File: config.mk
export PLATFORM = sky130hd
export DESIGN_NAME = switch_payload_branch_resolver_top
export DESIGN_NICKNAME = d
export VERILOG_FILES = /design/src/hw/rtl/spbr_pkg.sv /design/src/hw/rtl/spbr_core.sv /design/src/hw/rtl/spbr_out_fifo.sv /design/src/hw/rtl/switch_payload_branch_resolver_top.sv
export SDC_FILE = /design/constraint.sdc
export NUM_CORES = 1
export LEC_CHECK = 0
export BUFFER_PORTS_ARGS = -buffer_cell sky130_fd_sc_hd__buf_2
export CAP_MARGIN = 20
export CORE_MARGIN = 2
export CORE_UTILIZATION = 56
export CTS_BUF_LIST = sky130_fd_sc_hd__clkbuf_8 sky130_fd_sc_hd__clkbuf_16
export CTS_CLUSTER_SIZE = 10
export DETAILED_ROUTE_END_ITERATION = 12
export PLACE_DENSITY_LB_ADDON = 0.05
export SLEW_MARGIN = 20
export SYNTH_ARGS = -nofsm -noshare
export SYNTH_HDL_FRONTEND = slang
export SYNTH_SLANG_ARGS = --single-unit
export TNS_END_PERCENT = 10
File: constraint.sdc
create_clock -name i_clk -period 5.5 [get_ports i_clk]
set_input_delay 0.275 -clock i_clk [delete_from_list [all_inputs] [get_ports i_clk]]
set_output_delay 0.275 -clock i_clk [all_outputs]
set_load 0.01 [all_outputs]
File: src/hw/rtl/spbr_pkg.sv
`timescale 1ns / 1ps
// ----------------------------------------------------------------------------
// spbr_pkg: switch payload branch resolver package
// Beat types, format signatures and shared sizes.
// ----------------------------------------------------------------------------
package spbr_pkg;

    localparam logic [15:0] PACKED_MAGIC    = 16'h0100;
    localparam logic [15:0] SPARSE_MAGIC    = 16'h0200;
    localparam logic [31:0] NO_MATCH_OFFSET = 32'd3;
    localparam int          HALF_W          = 16;
    localparam int          IDX_W           = 18;
    localparam int          OUT_FIFO_DEPTH  = 3;

    typedef struct packed {
        logic [15:0]        code_unit;
        logic               start_req;
        logic signed [31:0] test_value;
    } t_in;

    typedef struct packed {
        logic signed [31:0] branch_offset;
        logic               found;
        logic               bad_magic;
    } t_out;

endpackage

File: src/hw/rtl/spbr_core.sv
`timescale 1ns / 1ps
// ----------------------------------------------------------------------------
// spbr_core: payload walker
// Registers each code unit beat, tracks the payload format and match, and
// emits one result on the last unit of a payload or on a bad signature.
// ----------------------------------------------------------------------------
module spbr_core (
    input  logic          i_clk,
    input  logic          i_rst_n,
    input  logic          i_valid,
    input  spbr_pkg::t_in i_item,
    output logic          o_busy,
    output logic          o_res_valid,
    output spbr_pkg::t_out o_res
);
    import spbr_pkg::*;

    typedef enum logic [1:0] {MODE_IDLE, MODE_PACKED, MODE_SPARSE} t_mode;
    typedef enum logic [1:0] {MS_SEARCHING, MS_HIT, MS_MISS} t_match;

    logic               r_in_valid;
    t_in                r_in;
    t_mode              r_mode, n_mode;
    logic [IDX_W-1:0]   r_idx, n_idx;
    logic [15:0]        r_cnt, n_cnt;
    logic [15:0]        r_held, n_held;
    logic [31:0]        r_tv, n_tv;
    logic [15:0]        r_mi, n_mi;
    t_match             r_ms, n_ms;
    logic [31:0]        r_chosen, n_chosen;

    logic [IDX_W-1:0]   idx_inc;
    logic [31:0]        word;
    logic [32:0]        diff;
    logic [IDX_W-1:0]   last_idx;
    logic [IDX_W-1:0]   keys_end;
    logic [IDX_W-1:0]   j_idx;
    logic               finish;

    assign idx_inc  = r_idx + IDX_W'(1);
    assign word     = {r_in.code_unit, r_held};
    assign diff     = {r_tv[31], r_tv} - {word[31], word};
    assign keys_end = IDX_W'(1) + {1'b0, r_cnt, 1'b0};

    always_comb begin
        last_idx = IDX_W'(3) + {1'b0, r_cnt, 1'b0};
        j_idx    = (idx_inc - IDX_W'(5)) >> 1;
        if (r_mode == MODE_SPARSE) begin
            last_idx = IDX_W'(1) + {r_cnt, 2'b00};
            if (idx_inc <= keys_end) begin
                j_idx = (idx_inc - IDX_W'(3)) >> 1;
            end else begin
                j_idx = (idx_inc - keys_end - IDX_W'(2)) >> 1;
            end
        end
    end

    always_comb begin
        n_mode   = r_mode;
        n_idx    = r_idx;
        n_cnt    = r_cnt;
        n_held   = r_held;
        n_tv     = r_tv;
        n_mi     = r_mi;
        n_ms     = r_ms;
        n_chosen = r_chosen;
        finish   = 1'b0;
        o_res_valid = 1'b0;
        o_res.branch_offset = NO_MATCH_OFFSET;
        o_res.found         = 1'b0;
        o_res.bad_magic     = 1'b0;
        if (r_in_valid) begin
            if (r_in.start_req) begin
                n_tv     = r_in.test_value;
                n_idx    = '0;
                n_cnt    = '0;
                n_held   = '0;
                n_mi     = '0;
                n_ms     = MS_SEARCHING;
                n_chosen = '0;
                priority if (r_in.code_unit == PACKED_MAGIC) begin
                    n_mode = MODE_PACKED;
                end else if (r_in.code_unit == SPARSE_MAGIC) begin
                    n_mode = MODE_SPARSE;
                end else begin
                    n_mode = MODE_IDLE;
                    o_res_valid     = 1'b1;
                    o_res.bad_magic = 1'b1;
                end
            end else if (r_mode != MODE_IDLE) begin
                n_idx = idx_inc;
                priority if (idx_inc == IDX_W'(1)) begin
                    n_cnt = r_in.code_unit;
                    if (r_mode == MODE_SPARSE && r_in.code_unit == 16'd0) begin
                        finish = 1'b1;
                    end
                end else if (!idx_inc[0]) begin
                    n_held = r_in.code_unit;
                end else begin
                    if (r_mode == MODE_PACKED && idx_inc == IDX_W'(3)) begin
                        // key window check in 33-bit signed arithmetic
                        if (!diff[32] && diff < {17'd0, r_cnt}) begin
                            n_ms = MS_HIT;
                            n_mi = diff[15:0];
                        end else begin
                            n_ms = MS_MISS;
                        end
                    end else if (r_mode == MODE_SPARSE && idx_inc <= keys_end) begin
                        if (r_ms == MS_SEARCHING) begin
                            if ($signed(word) == $signed(r_tv)) begin
                                n_ms = MS_HIT;
                                n_mi = j_idx[15:0];
                            end else if ($signed(word) > $signed(r_tv)) begin
                                n_ms = MS_MISS;
                            end
                        end
                    end else begin
                        if (r_ms == MS_HIT && j_idx == {2'b00, r_mi}) begin
                            n_chosen = word;
                        end
                    end
                    if (idx_inc == last_idx) begin
                        finish = 1'b1;
                    end
                end
                if (finish) begin
                    n_mode      = MODE_IDLE;
                    o_res_valid = 1'b1;
                    if (n_ms == MS_HIT) begin
                        o_res.branch_offset = n_chosen;
                        o_res.found         = 1'b1;
                    end
                end
            end
        end
    end

    always_ff @(posedge i_clk) begin
        r_in <= i_item;
        if (!i_rst_n) begin
            r_in_valid <= 1'b0;
            r_mode     <= MODE_IDLE;
            r_idx      <= '0;
            r_cnt      <= '0;
            r_held     <= '0;
            r_tv       <= '0;
            r_mi       <= '0;
            r_ms       <= MS_SEARCHING;
            r_chosen   <= '0;
        end else begin
            r_in_valid <= i_valid;
            r_mode     <= n_mode;
            r_idx      <= n_idx;
            r_cnt      <= n_cnt;
            r_held     <= n_held;
            r_tv       <= n_tv;
            r_mi       <= n_mi;
            r_ms       <= n_ms;
            r_chosen   <= n_chosen;
        end
    end

    assign o_busy = r_in_valid;

endmodule

File: src/hw/rtl/spbr_out_fifo.sv
`timescale 1ns / 1ps
// ----------------------------------------------------------------------------
// spbr_out_fifo: result buffer
// Small register FIFO that holds result beats until the sink takes them.
// ----------------------------------------------------------------------------
module spbr_out_fifo (
    input  logic           i_clk,
    input  logic           i_rst_n,
    input  logic           i_push,
    input  spbr_pkg::t_out i_data,
    input  logic           i_pop,
    output logic           o_valid,
    output spbr_pkg::t_out o_data,
    output logic [$clog2(spbr_pkg::OUT_FIFO_DEPTH+1)-1:0] o_count
);
    import spbr_pkg::*;

    localparam int PTR_W = $clog2(OUT_FIFO_DEPTH);
    localparam int CNT_W = $clog2(OUT_FIFO_DEPTH + 1);

    t_out             r_mem [OUT_FIFO_DEPTH];
    logic [PTR_W-1:0] r_wr_ptr, r_rd_ptr;
    logic [CNT_W-1:0] r_count;
    logic             do_pop;

    assign do_pop = i_pop && (r_count != '0);

    always_ff @(posedge i_clk) begin
        if (i_push) begin
            r_mem[r_wr_ptr] <= i_data;
        end
        if (!i_rst_n) begin
            r_wr_ptr <= '0;
            r_rd_ptr <= '0;
            r_count  <= '0;
        end else begin
            if (i_push) begin
                r_wr_ptr <= (r_wr_ptr == PTR_W'(OUT_FIFO_DEPTH - 1)) ? '0 : r_wr_ptr + PTR_W'(1);
            end
            if (do_pop) begin
                r_rd_ptr <= (r_rd_ptr == PTR_W'(OUT_FIFO_DEPTH - 1)) ? '0 : r_rd_ptr + PTR_W'(1);
            end
            r_count <= r_count + CNT_W'(i_push) - CNT_W'(do_pop);
        end
    end

    assign o_valid = (r_count != '0);
    assign o_data  = r_mem[r_rd_ptr];
    assign o_count = r_count;

endmodule

File: src/hw/rtl/switch_payload_branch_resolver_top.sv
`timescale 1ns / 1ps
// ----------------------------------------------------------------------------
// switch_payload_branch_resolver_top: switch payload branch resolver
// Walks packed or sparse switch payloads one code unit beat at a time and
// returns the branch offset for the tested value.
// ----------------------------------------------------------------------------
// One code unit beat is taken every cycle while the input is ready. A beat is
// registered, resolved in the following cycle, and any result is written to a
// three-entry output FIFO. The input stays ready as long as the FIFO plus the
// beat in flight leave room for one more result; only a sink that holds off
// ready makes it drop.
module switch_payload_branch_resolver_top (
    input  logic           i_clk,
    input  logic           i_rst_n,
    input  logic           i_in_valid,
    output logic           o_in_ready,
    input  spbr_pkg::t_in  i_in_data,
    output logic           o_out_valid,
    input  logic           i_out_ready,
    output spbr_pkg::t_out o_out_data
);
    import spbr_pkg::*;

    localparam int CNT_W = $clog2(OUT_FIFO_DEPTH + 1);

    logic             busy;
    logic             res_valid;
    t_out             res;
    logic [CNT_W-1:0] fifo_count;

    assign o_in_ready = ({1'b0, fifo_count} + (CNT_W+1)'(busy))
                        <= (CNT_W+1)'(OUT_FIFO_DEPTH - 1);

    spbr_core u_core (
        .i_clk       (i_clk),
        .i_rst_n     (i_rst_n),
        .i_valid     (i_in_valid && o_in_ready),
        .i_item      (i_in_data),
        .o_busy      (busy),
        .o_res_valid (res_valid),
        .o_res       (res)
    );

    spbr_out_fifo u_fifo (
        .i_clk   (i_clk),
        .i_rst_n (i_rst_n),
        .i_push  (res_valid),
        .i_data  (res),
        .i_pop   (i_out_ready),
        .o_valid (o_out_valid),
        .o_data  (o_out_data),
        .o_count (fifo_count)
    );

endmodule

==> results.sh <==
export IMPL_status="complete, but fails checks"
export IMPL_violations="setup timing"
export IMPL_whs_ns=0.216
export IMPL_min_period_ns=5.52
export IMPL_reg2reg_depth=27
export IMPL_seq_area_frac_synth_pct=39.2
export IMPL_vias=16425
export IMPL_synth_fa_ha_area_share_pct=6.97
export IMPL_rr_startpoint="u_core.r_tv[0]"
export IMPL_period_share_pct=100
export IMPL_drive_gt1_share_pct=20.0
export IMPL_portBuffers=88
export IMPL_hp_class="in2reg"
export IMPL_endpoint="u_fifo.r_mem[2][21]"
export IMPL_yosys_area_share_simple_pct=17.7
export IMPL_final_common_cell="buf_4"
export IMPL_layout_setup_ws_ns=-0.0197
export IMPL_ant_nets=0
export IMPL_holdCritStartpoint="i_out_ready"
export IMPL_utilization_pct=70.4
export IMPL_vias_per_cell=6.18
export IMPL_grt_util_all_layers_pct=33.5
export IMPL_path_max_fanout=13
export IMPL_clk_pin_slew_worst_paths_ns=0.06
export IMPL_die_h_um=181
export IMPL_peakVddDrop_v=0.000262
export IMPL_power_density_nw_per_um2=264
export IMPL_max_clock_freq_ghz=0.181
export IMPL_clock_latency_ns=0.54
export IMPL_synth_avg_cell_area_sq_um=8.92
export IMPL_intPower_mw=4.06
export IMPL_fin_skew_ns=0.0318
export IMPL_pwr_share_comb_pct=21.6
export IMPL_synthMuxAreaShare_pct=6.56
export IMPL_clockRootBuffer="clkbuf_16"
export IMPL_grt_pass1_wl_mm=86.4
export IMPL_drt_iter0_markers=1658
export IMPL_setup_viol=11
export IMPL_syn_inst=1976
export IMPL_core_area_sq_um=30700
export IMPL_nFillCells=2386
export IMPL_hold_viol_final=0
export IMPL_netlist_area_sq_um=17600
export IMPL_antenna_found_initial=1
export IMPL_num_rows=64
export IMPL_dpl_hpwl_mm=40.8
export IMPL_maxSlewViolCount=0
export IMPL_p_leak_nw=8.46
export IMPL_ys_types=98
export IMPL_start_util_pct=57.3
export IMPL_ios=89
export IMPL_synth_top_area_share_pct=21.8
export IMPL_cts_tree="yes"
export IMPL_syn2layout_area_growth_pct=22.8
export IMPL_dr_pass1_iters=7
export IMPL_start_kind="flop"
export IMPL_startpoint="u_core.r_tv[0]"
export IMPL_synth_edf_count=102
export IMPL_cts_made_buffers=36
export IMPL_power_frac_seq_pct=41.6
export IMPL_r2r_end="u_fifo.r_mem[2][21]"
export IMPL_yosys_area_share_xor_xnor_pct=5.33
export IMPL_wl_mm=56.2
export IMPL_synthTopCellsByArea="dfxtp_1, edfxtp_1, ha_1, mux2i_1, nor2_1"
export IMPL_synth_seq_cells=294
export IMPL_synth_flop_cell="dfxtp_1"
export IMPL_yosysTopAreaCell="dfxtp_1"
export IMPL_htreeDepth=2
export IMPL_clkPwrFrac_pct=36.7
export IMPL_async_flop_share_pct=0
export IMPL_die_w_um=181
export IMPL_netSwitchingPower_mw=1.66
export IMPL_finalNetCount=2392
export IMPL_clock_sinks=294
export IMPL_mostFrequentLayoutCells="buf_4, dfxtp_1, nand2_1, nor2_1, inv_1"
export IMPL_worst_pin_slew_ns=1.10
export IMPL_yosys_warnings=0
export IMPL_grt_max_degree=104
export IMPL_worst_setup_path_type="reg2reg"
export IMPL_crit_path_end_kind="flop"
export IMPL_postSynthNetCount=2126
export IMPL_finalWeightedCongestion=0.973
export IMPL_slew_headroom_pct=26.5
export IMPL_cp_arrival_ns=5.90
export IMPL_overflow=0
export IMPL_switching_share_pct=29.0
export IMPL_synth_compound_area_share_pct=18.6
export IMPL_wire_per_inst_um=21.2
export IMPL_synth_top_family_by_area="compound AO/OA/AOI/OAI gates"
export IMPL_grt_pass1_vias=15544
export IMPL_crit_required_ns=5.88
export IMPL_drcViolationCount=0
export IMPL_r2r_slack_ns=-0.02
export IMPL_rsz0062_at_grt="true"
export IMPL_die_area_sq_um=32900
export IMPL_drv_cap=0
export IMPL_cts_buffer_depth=3
[registers in the layout, summed over array words and instances (netlist names), named ones only]
name / flops
u_core.o_busy: 1
u_core.r_chosen: 32
u_core.r_cnt: 16
u_core.r_held: 16
u_core.r_idx: 18
u_core.r_in: 49
u_core.r_mi: 16
u_core.r_mode: 2
u_core.r_ms: 2
u_core.r_tv: 32
u_fifo.o_count: 2
u_fifo.r_mem: 102
u_fifo.r_rd_ptr: 2
u_fifo.r_wr_ptr: 2
[per-stage QoR]
stage               TNS, ns  worst slack (ns)  total power [mW]  instance area, sq um  instances
floorplan                 0            0.0107              3.13                 17600       1976
global placement     -20.57            -0.221              3.56                 19600       2541
detailed placement   -36.68            -0.405              3.58                 19600       2541
CTS                 -0.0388           -0.0388              5.70                 21400       2656
global route         -32.95            -0.332              5.96                 21600       2659
finish              -0.0902           -0.0197              5.72                 21600       2659
[worst max-delay path: stages (launching register included)]
cell and delay [ns]:
dfxtp_2 0.32, inv_2 0.06, ha_4 0.12, inv_2 0.03, fa_2 0.35, a21o_1 0.19
a221o_1 0.33, a21oi_2 0.17, o21ai_2 0.08, a21o_1 0.18, a21oi_2 0.14, o21bai_1 0.09
a21oi_1 0.17, xnor2_1 0.17, ha_1 0.30, nand4_1 0.12, nor2_1 0.05, o21ai_1 0.07
a31oi_1 0.07, o221a_2 0.29, a2111oi_4 0.18, nand4_1 0.12, or4_4 0.50, nor4_4 0.33
nand3_2 0.14, a211o_4 0.45, buf_12 0.20, nor2_2 0.16
[synth_stat cells (9+ instances only)]
| cell | n |
|---|---|
| a211oi_1 | 12 |
| a21o_1 | 27 |
| a21oi_1 | 123 |
| a22o_1 | 18 |
| a22oi_1 | 19 |
| a31o_1 | 16 |
| a31oi_1 | 26 |
| and2_1 | 18 |
| and3_1 | 10 |
| buf_2 | 16 |
| clkbuf_1 | 80 |
| dfxtp_1 | 192 |
| edfxtp_1 | 102 |
| ha_1 | 95 |
| inv_1 | 112 |
| mux2i_1 | 112 |
| nand2_1 | 177 |
| nand2b_1 | 11 |
| nand3_1 | 71 |
| nand4_1 | 57 |
| nor2_1 | 192 |
| nor3_1 | 24 |
| nor4_1 | 14 |
| o211ai_1 | 28 |
| o21a_1 | 17 |
| o21ai_0 | 93 |
| o21bai_1 | 9 |
| or3_1 | 13 |
| xnor2_1 | 80 |
| xor2_1 | 19 |
[power groups by stage]
stage	sequential, mW	clock (mW)	combinational [mW]
after global placement	2.42	0	1.14
final	2.38	2.10	1.24
after detailed placement	2.43	0	1.15
after global routing	2.39	2.22	1.35
after CTS	2.38	2.12	1.20
after floorplan	2.37	0	0.763
[layout make-up]
type                    instances  area, sq um  share of cell area (%)
well taps                     396          495                    2.29
multi-input cells            1447        10100                    46.7
diodes                          1         2.50                  0.0116
clock inverters                20          119                   0.549
inverters                     119          447                    2.06
flip-flops and latches        294         6920                    32.0
repair buffers                344         2630                    12.2
clock buffers                  38          928                    4.29
[routing by layer]
layer  vias up  share of wire, %  GRT usage [%]
met4         0               3.3           10.6
met3       125               8.5           5.34
li1       7710                 -              -
met5         -                 0              0
met2       723                44           51.4
met1      7867                44           48.4
[logic make-up after synthesis]
kind of cell	count (synthesis)
buf+inv	235
mux	115
xor+xnor	103
compound gates	488
fa+ha+maj	97
flops	294
simple gates	644
[timing repair]
item / 4_1_cts / 5_1_grt
gates cloned: 1 / 0
endpoints found under the hold margin: 50 / 0
gates resized for setup: 40 / 58
setup buffers: 6 / 3
setup endpoints to repair: 115 / 148
hold buffers: 50 / 0
pin swaps: 6 / 33
[how the worst min path moves through the flow]
| stage | depth (start not counted) | slack, ns | endpoint |
|---|---|---|---|
| final | 4 | 0.22 | flop |
| after global routing | 4 | 0.32 | flop |
| after CTS | 4 | 0.19 | flop |
| after detailed placement | 1 | 0.38 | u_core.r_in[10] |
| after global placement | 1 | 0.38 | u_core.r_in[35] |
| after floorplan | 0 | 0.30 | u_core.r_in[0] |
No activity file was read; power rests on OpenSTA's default activity.
